## config.mk

```make
export PLATFORM = sky130hd
export DESIGN_NAME = mtg_ctrl
export DESIGN_NICKNAME = d
export VERILOG_FILES = /design/src/rtl/core/mtg_pkg.sv /design/src/rtl/core/mtg_ctrl.sv
export SDC_FILE = /design/constraint.sdc
export NUM_CORES = 1
export LEC_CHECK = 0
export BUFFER_PORTS_ARGS = -buffer_cell sky130_fd_sc_hd__buf_2
export CELL_PAD_IN_SITES_DETAIL_PLACEMENT = 1
export CELL_PAD_IN_SITES_GLOBAL_PLACEMENT = 1
export CORE_MARGIN = 4
export CORE_UTILIZATION = 35
export DETAILED_ROUTE_END_ITERATION = 6
export PLACE_DENSITY_LB_ADDON = 0.1
export SYNTH_ARGS = -nofsm -noshare
export SYNTH_HDL_FRONTEND = slang
export SYNTH_SLANG_ARGS = --single-unit
```

## constraint.sdc

```tcl
create_clock -name clk -period 2.2 [get_ports clk]
set_input_delay 0.33 -clock clk [delete_from_list [all_inputs] [get_ports clk]]
set_output_delay 0.33 -clock clk [all_outputs]
set_load 0.01 [all_outputs]
```

## src/rtl/core/mtg_pkg.sv

```systemverilog
// Package for the MT19937 word generator: sizes, constants, controller
// state and command/status types, and the tempering function.
// No dependencies.
`default_nettype none
package mtg_pkg;

	localparam int STATE_WORDS  = 624;
	localparam int TWIST_OFFSET = 397;
	localparam int ADDR_W       = $clog2(STATE_WORDS);
	localparam int IDX_W        = $clog2(STATE_WORDS + 1);
	localparam int WORD_W       = 32;

	localparam logic [ADDR_W-1:0] LAST_ADDR  = ADDR_W'(STATE_WORDS - 1);
	localparam logic [ADDR_W-1:0] OFFS_ADDR  = ADDR_W'(TWIST_OFFSET);
	localparam logic [IDX_W-1:0]  FULL_INDEX = IDX_W'(STATE_WORDS);

	localparam logic [WORD_W-1:0] RESET_SEED   = 32'd19650218;
	localparam logic [WORD_W-1:0] INIT_MULT    = 32'd1812433253;
	localparam logic [WORD_W-1:0] TWIST_MATRIX = 32'h9908b0df;
	localparam logic [WORD_W-1:0] UPPER_MASK   = 32'h80000000;
	localparam logic [WORD_W-1:0] LOWER_MASK   = 32'h7fffffff;
	localparam logic [WORD_W-1:0] TEMPER_B     = 32'h9d2c5680;
	localparam logic [WORD_W-1:0] TEMPER_C     = 32'hefc60000;

	// Request codes on req_type.
	localparam logic REQ_DRAW = 1'b0;
	localparam logic REQ_SEED = 1'b1;

	// Controller states, one-hot.
	typedef enum logic [6:0] {
		S_IDLE    = 7'b0000001,
		S_SEED    = 7'b0000010,
		S_TW_PRE  = 7'b0000100,
		S_TW_RUN  = 7'b0001000,
		S_TW_LAST = 7'b0010000,
		S_READ    = 7'b0100000,
		S_TEMPER  = 7'b1000000
	} state_t;

	// Commands from the controller to the datapath.
	typedef struct packed {
		logic seed_load;  // capture seed, clear counter, mark index full
		logic seed_step;  // write one expanded word
		logic tw_pre;     // fetch word 0 ahead of the twist
		logic tw_issue;   // fetch the neighbors of one twisted word
		logic idx_clear;  // twist finished, index back to zero
		logic rd_draw;    // fetch the indexed word
		logic out_load;   // temper the fetched word and present it
	} cmd_t;

	// Status from the datapath to the controller.
	typedef struct packed {
		logic seed_last;
		logic tw_last;
		logic idx_full;
	} status_t;

	// Standard MT19937 output tempering.
	function automatic logic [WORD_W-1:0] temper(input logic [WORD_W-1:0] y_in);
		logic [WORD_W-1:0] t;
		t = y_in;
		t = t ^ (t >> 11);
		t = t ^ ((t << 7) & TEMPER_B);
		t = t ^ ((t << 15) & TEMPER_C);
		t = t ^ (t >> 18);
		return t;
	endfunction

endpackage
`default_nettype wire

```

## src/rtl/core/mtg_ctrl.sv

```systemverilog
// Controller for the MT19937 word generator: sequences seeding, twisting
// and draws. Depends on mtg_pkg.
`default_nettype none
module mtg_ctrl (
	input  wire logic            clk,
	input  wire logic            arst_n,
	input  wire logic            start,
	input  wire logic            req_type,
	input  wire mtg_pkg::status_t status,
	output logic                 busy,
	output mtg_pkg::cmd_t        cmd
);
	import mtg_pkg::*;

	state_t state_q;
	state_t state_d;
	logic   accept;

	assign busy   = (state_q != S_IDLE);
	assign accept = start && !busy;

	// Next state and commands.
	always_comb begin
		state_d = state_q;
		cmd     = '0;
		case (state_q)
			S_IDLE: begin
				if (accept) begin
					if (req_type == REQ_SEED) begin
						cmd.seed_load = 1'b1;
						state_d       = S_SEED;
					end else if (status.idx_full) begin
						state_d = S_TW_PRE;
					end else begin
						state_d = S_READ;
					end
				end
			end
			S_SEED: begin
				cmd.seed_step = 1'b1;
				if (status.seed_last) begin
					state_d = S_IDLE;
				end
			end
			S_TW_PRE: begin
				cmd.tw_pre = 1'b1;
				state_d    = S_TW_RUN;
			end
			S_TW_RUN: begin
				cmd.tw_issue = 1'b1;
				if (status.tw_last) begin
					state_d = S_TW_LAST;
				end
			end
			S_TW_LAST: begin
				cmd.idx_clear = 1'b1;
				state_d       = S_READ;
			end
			S_READ: begin
				cmd.rd_draw = 1'b1;
				state_d     = S_TEMPER;
			end
			S_TEMPER: begin
				cmd.out_load = 1'b1;
				state_d      = S_IDLE;
			end
			default: begin
				state_d = S_IDLE;
			end
		endcase
	end

	// State register; reset starts the seeding of the reset seed.
	always_ff @(posedge clk or negedge arst_n) begin
		if (!arst_n) begin
			state_q <= S_SEED;
		end else begin
			state_q <= state_d;
		end
	end

	// A draw with an exhausted index regenerates the state first.
	a_draw_twists: assert property (@(posedge clk) disable iff (!arst_n)
		accept && req_type == REQ_DRAW && status.idx_full |=> state_q == S_TW_PRE)
		else $error("draw at full index did not start a twist");

	// The last twist issue is followed by the drain cycle.
	a_twist_drain: assert property (@(posedge clk) disable iff (!arst_n)
		state_q == S_TW_RUN && status.tw_last |=> state_q == S_TW_LAST)
		else $error("twist did not drain after its last word");

	// A tempered word is always followed by readiness for the next request.
	a_temper_idle: assert property (@(posedge clk) disable iff (!arst_n)
		state_q == S_TEMPER |=> !busy)
		else $error("controller stayed busy after presenting a word");

endmodule
`default_nettype wire

```

### Word-level counts from Yosys, hierarchy flattened

Index checks and enable logic that the tools add are counted.

* equal/unequal tests: 11
* reductions and logical operators: 3
* mux-type cells: 15

Operators with widths (number)
* $pmux 7 s6: 1
* $mux 7: 4
* $mux 1: 9
* $eq 7x1->1 const B: 1
* $eq 7x2->1 const B: 1
* $eq 7x3->1 const B: 1
* $eq 7x4->1 const B: 1
* $eq 7x5->1 const B: 1
* $eq 7x6->1 const B: 1
* $eq 7x7->1 const B: 1
* $ne 7x1->1 const B: 1
* $mux 6: 1
* $ne 2x2->1 const B: 3
* $reduce_and 3->1: 1
* $logic_and 1x1->1: 1
* $logic_not 1->1: 1

* flip-flop bits (word level): 7
* output and inout bits: 8
* logic and storage cells: 30
* bits of input ports: 7

### Longest topological paths before layout

* word-level depth: 5
* gate-level depth with buffers: 5
* gate-level depth less buffers: 4

### Least setup slack after synthesis

OpenSTA, ideal clock, no wires.

* kind: register to output
* start point: reg state_q[4]
* end point: out cmd[6] in the netlist's numbering
* cell stages (with the launch flop): 5
* data arrival time: 1.461 ns
* data required time: 1.870 ns
* buffers on the path: 1
* slack: 0.409 ns
* path through: dfrtp_1 > or4_4 > buf_6 > nor3_4 > and3_1

RTL lines
* start, declared: RTL line mtg_ctrl.sv:15 `state_t state_q;`
* start signal, assigned: RTL line mtg_ctrl.sv:78 `state_q <= state_d;`
* end, declared: RTL line mtg_ctrl.sv:11 `output mtg_pkg::cmd_t cmd`

==> impl_metrics.json <==
{
  "status": "finished clean",
  "wl_um": 1370,
  "synth_edf_count": 0,
  "antenna_cells": 0,
  "hpwl_um": 1060,
  "yosysTopAreaCellShare_pct": 32.8,
  "crit_type": "flip-flop to output port",
  "p_leak_uw": 0.000299,
  "antenna_found_initial": 0,
  "slowest_stage": "or4_4",
  "grt_pass1_vias": 463,
  "yosys-top-cells-area": "dfrtp_1 33%, o32ai_4 6.0%, dfstp_2 5.7%, and4b_1 4.4%, nand2b_1 4.1%",
  "fp.dieW_um": 44.2,
  "hold_viol_final": 0,
  "postSynthAreaPerCell_um2": 10.4,
  "initial_utilization_pct": 39.1,
  "finalCritPeriodShare_pct": 95.7,
  "largest_reg_flops": 7,
  "cp.required_ns": 1.87,
  "tritoncts": "built",
  "firstDrtPassIters": 3,
  "routed-via-count": 434,
  "areaGrowthSynthToFinish_pct": 27.3,
  "htreeDepth": 1,
  "regMostFlops": "state_q",
  "synthCells": 44,
  "cp_max_fo": 6,
  "overflow": 0,
  "clock_path_buffers": 2,
  "numClockSinks": 7,
  "min_period_ns": 2.11,
  "synth_top_family_by_area": "simple AND/OR/NAND/NOR gates",
  "grt_max_degree": 8,
  "pin_count": 15,
  "fin_worst_skew_ns": 0.00622,
  "yosysSeqAreaShare_pct": 38.5,
  "yosys.area.top_type": "dfrtp_1",
  "synth_top_flop_cell": "dfrtp_1",
  "place_congestion": 0.734,
  "final_layout_size_suffix_gt1_share_pct": 42.9,
  "stdcell_count": 77,
  "ys_ff_latch": 7,
  "synth_simple_gate_area_share_pct": 33.9,
  "cp_slowest_stage_delay_ns": 0.61,
  "reg.largest.list": "state_q: 7 flops",
  "path_cells": "or4_4 -> nor3_4 -> and3_1 -> buf_2",
  "yosys_warnings": 0,
  "tns_ns": 0,
  "synth_cell_types": 27,
  "finalSetupViolCount": 0,
  "p_int_uw": 416,
  "power.density_nw_per_um2": 1250,
  "clk_pin_slew_ns": 0.05,
  "power.share.clock_pct": 16.4,
  "relSlewSlack_pct": 77.9,
  "fp-row-count": 12,
  "swShare_pct": 42.8,
  "critPathCaptureType": "output port",
  "vias_per_cell": 5.64,
  "ant_nets": 0,
  "worst_ep_arrival_time_ns": 1.78,
  "synth_compound_area_share_pct": 19.1,
  "synth_nets": 51,
  "nNetsFinal": 71,
  "synth_area_um2": 458,
  "cp-start-kind": "flip-flop",
  "wl_per_cell_um": 17.8,
  "die_y_um": 44.2,
  "clock_latency_ns": 0.25,
  "cap_violations": 0,
  "placedCellCount": 71,
  "grt_first_pass_wirelength_um": 2290,
  "rsz0062_at_grt": "false",
  "fp.coreArea_um2": 1170,
  "power_frac_seq_pct": 30.8,
  "p_switching_uw": 311,
  "drc": 0,
  "pwr-share-comb_pct": 52.8,
  "final-max-slew-violation-count": 0,
  "yosysMostFrequentCell": "dfrtp_1",
  "cts-root-buf": "clkbuf_4",
  "synthAdderAreaFrac_pct": 0,
  "cts_buffers": 3,
  "hold_path.class": "input pin to flip-flop",
  "gr-usage-all-layers_pct": 16.5,
  "drt_iter0_drc": 2,
  "synth_commonest_cells": "6 x dfrtp_1, 5 x nor2_1, 4 x inv_1",
  "synthArstFlopShare_pct": 100,
  "ir_drop_uv": 530,
  "worst_slew_pin_slew_ns": 0.331,
  "port_buffers": 14,
  "max_freq_mhz": 475,
  "die_area_um2": 1950,
  "yosys-mux-area-fraction_pct": 0,
  "n_fill_cell": 149,
  "synth-xor-area-share_pct": 1.91
}
[critical path: cells and delay by family (launching register included)]
family                 cells  cell delay, ns
and+or+nand+nor            3            0.99
DFF                        1            0.41
buffers and inverters      1            0.12
[repair_timing]
| action | 4_1_cts | 5_1_grt |
|---|---|---|
| setup endpoints to repair | 0 | 2 |
| hold endpoints to repair | 6 | 0 |
| resized for setup | 0 | 1 |
| setup buffers | 0 | 1 |
| hold buffers | 1 | 0 |
[per-layer routing]
layer,vias up,share of wire [%],track usage [%],routed length [µm]
li1,204,-,-,-
met1,216,40,17.6,553
met2,10,54,30.5,741
met3,4,3.0,3.66,41
met4,0,2.5,7.23,34
met5,-,0,0,0
[final timing paths]
kind | end | startpoint | depth (start not counted) | slack (ns)
min in group asynchronous | state_q[5] | arst_n | 2 | 0.45
max in group asynchronous | state_q[1] | arst_n | 2 | 1.52
hold / removal | state_q[2] | req_type | 2 | 0.28
setup / recovery | cmd[6] | state_q[4] | 4 | 0.09
hold reg to reg | state_q[6] | state_q[0] | 1 | 0.63
setup reg to reg | state_q[0] | state_q[4] | 4 | 0.55
[cells by family after synthesis]
group | after synthesis
XOR/XNOR | 1
AO/OA/AOI/OAI | 8
flip-flops | 7
AND/OR/NAND/NOR | 22
buffers and inverters | 6
[area by class of cell]
class                           instances  area [µm²]  area share, %
Clock buffer                            4        26.3           4.51
Inverter                                5        18.8           3.22
Multi-Input combinational cell         31         256           44.0
Sequential cell                         7         176           30.3
Tap cell                               14        17.5           3.00
Timing Repair Buffer                   16        87.6           15.0
[cell usage in the layout (no fill, tap or decap), drive strengths merged]
master / instances
buf: 15
inv: 5
a21oi: 1
nor2: 5
nor4: 3
and4b: 2
a31oi: 1
clkbuf: 4
and3: 1
nand2: 1
nand2b: 3
a211o: 1
o21bai: 1
dfrtp: 6
dlygate4sd3: 1
nor3: 3
or4: 1
nor3b: 1
dfstp: 1
o22a: 1
o32ai: 1
o31ai: 1
xor2: 1
nor4b: 1
a32o: 1
and3b: 1
[metrics by stage]
step / hold WS (ns) / power (µW) / utilization [%] / worst slack, ns / area [µm²]
global route: 0.273 / 787 / 49.8 / 0.00331 / 583
floorplan: 0.0344 / 497 / - / 0.409 / 458
finish: 0.280 / 727 / 49.8 / 0.0949 / 583
detailed placement: 0.174 / 578 / 45.6 / 0.305 / 534
CTS: 0.272 / 701 / 48.7 / 0.0173 / 571
global placement: 0.168 / 551 / 45.6 / 0.369 / 534
[power groups by stage]
stage	logic [µW]	clock network, µW	registers, µW
2_1_floorplan	292	0	204
3_3_place_gp	338	0	213
3_5_place_dp	358	0	221
4_1_cts	361	122	218
5_1_grt	422	133	232
6_report	384	119	224
Note: power is estimated with default switching activity, not from simulation.
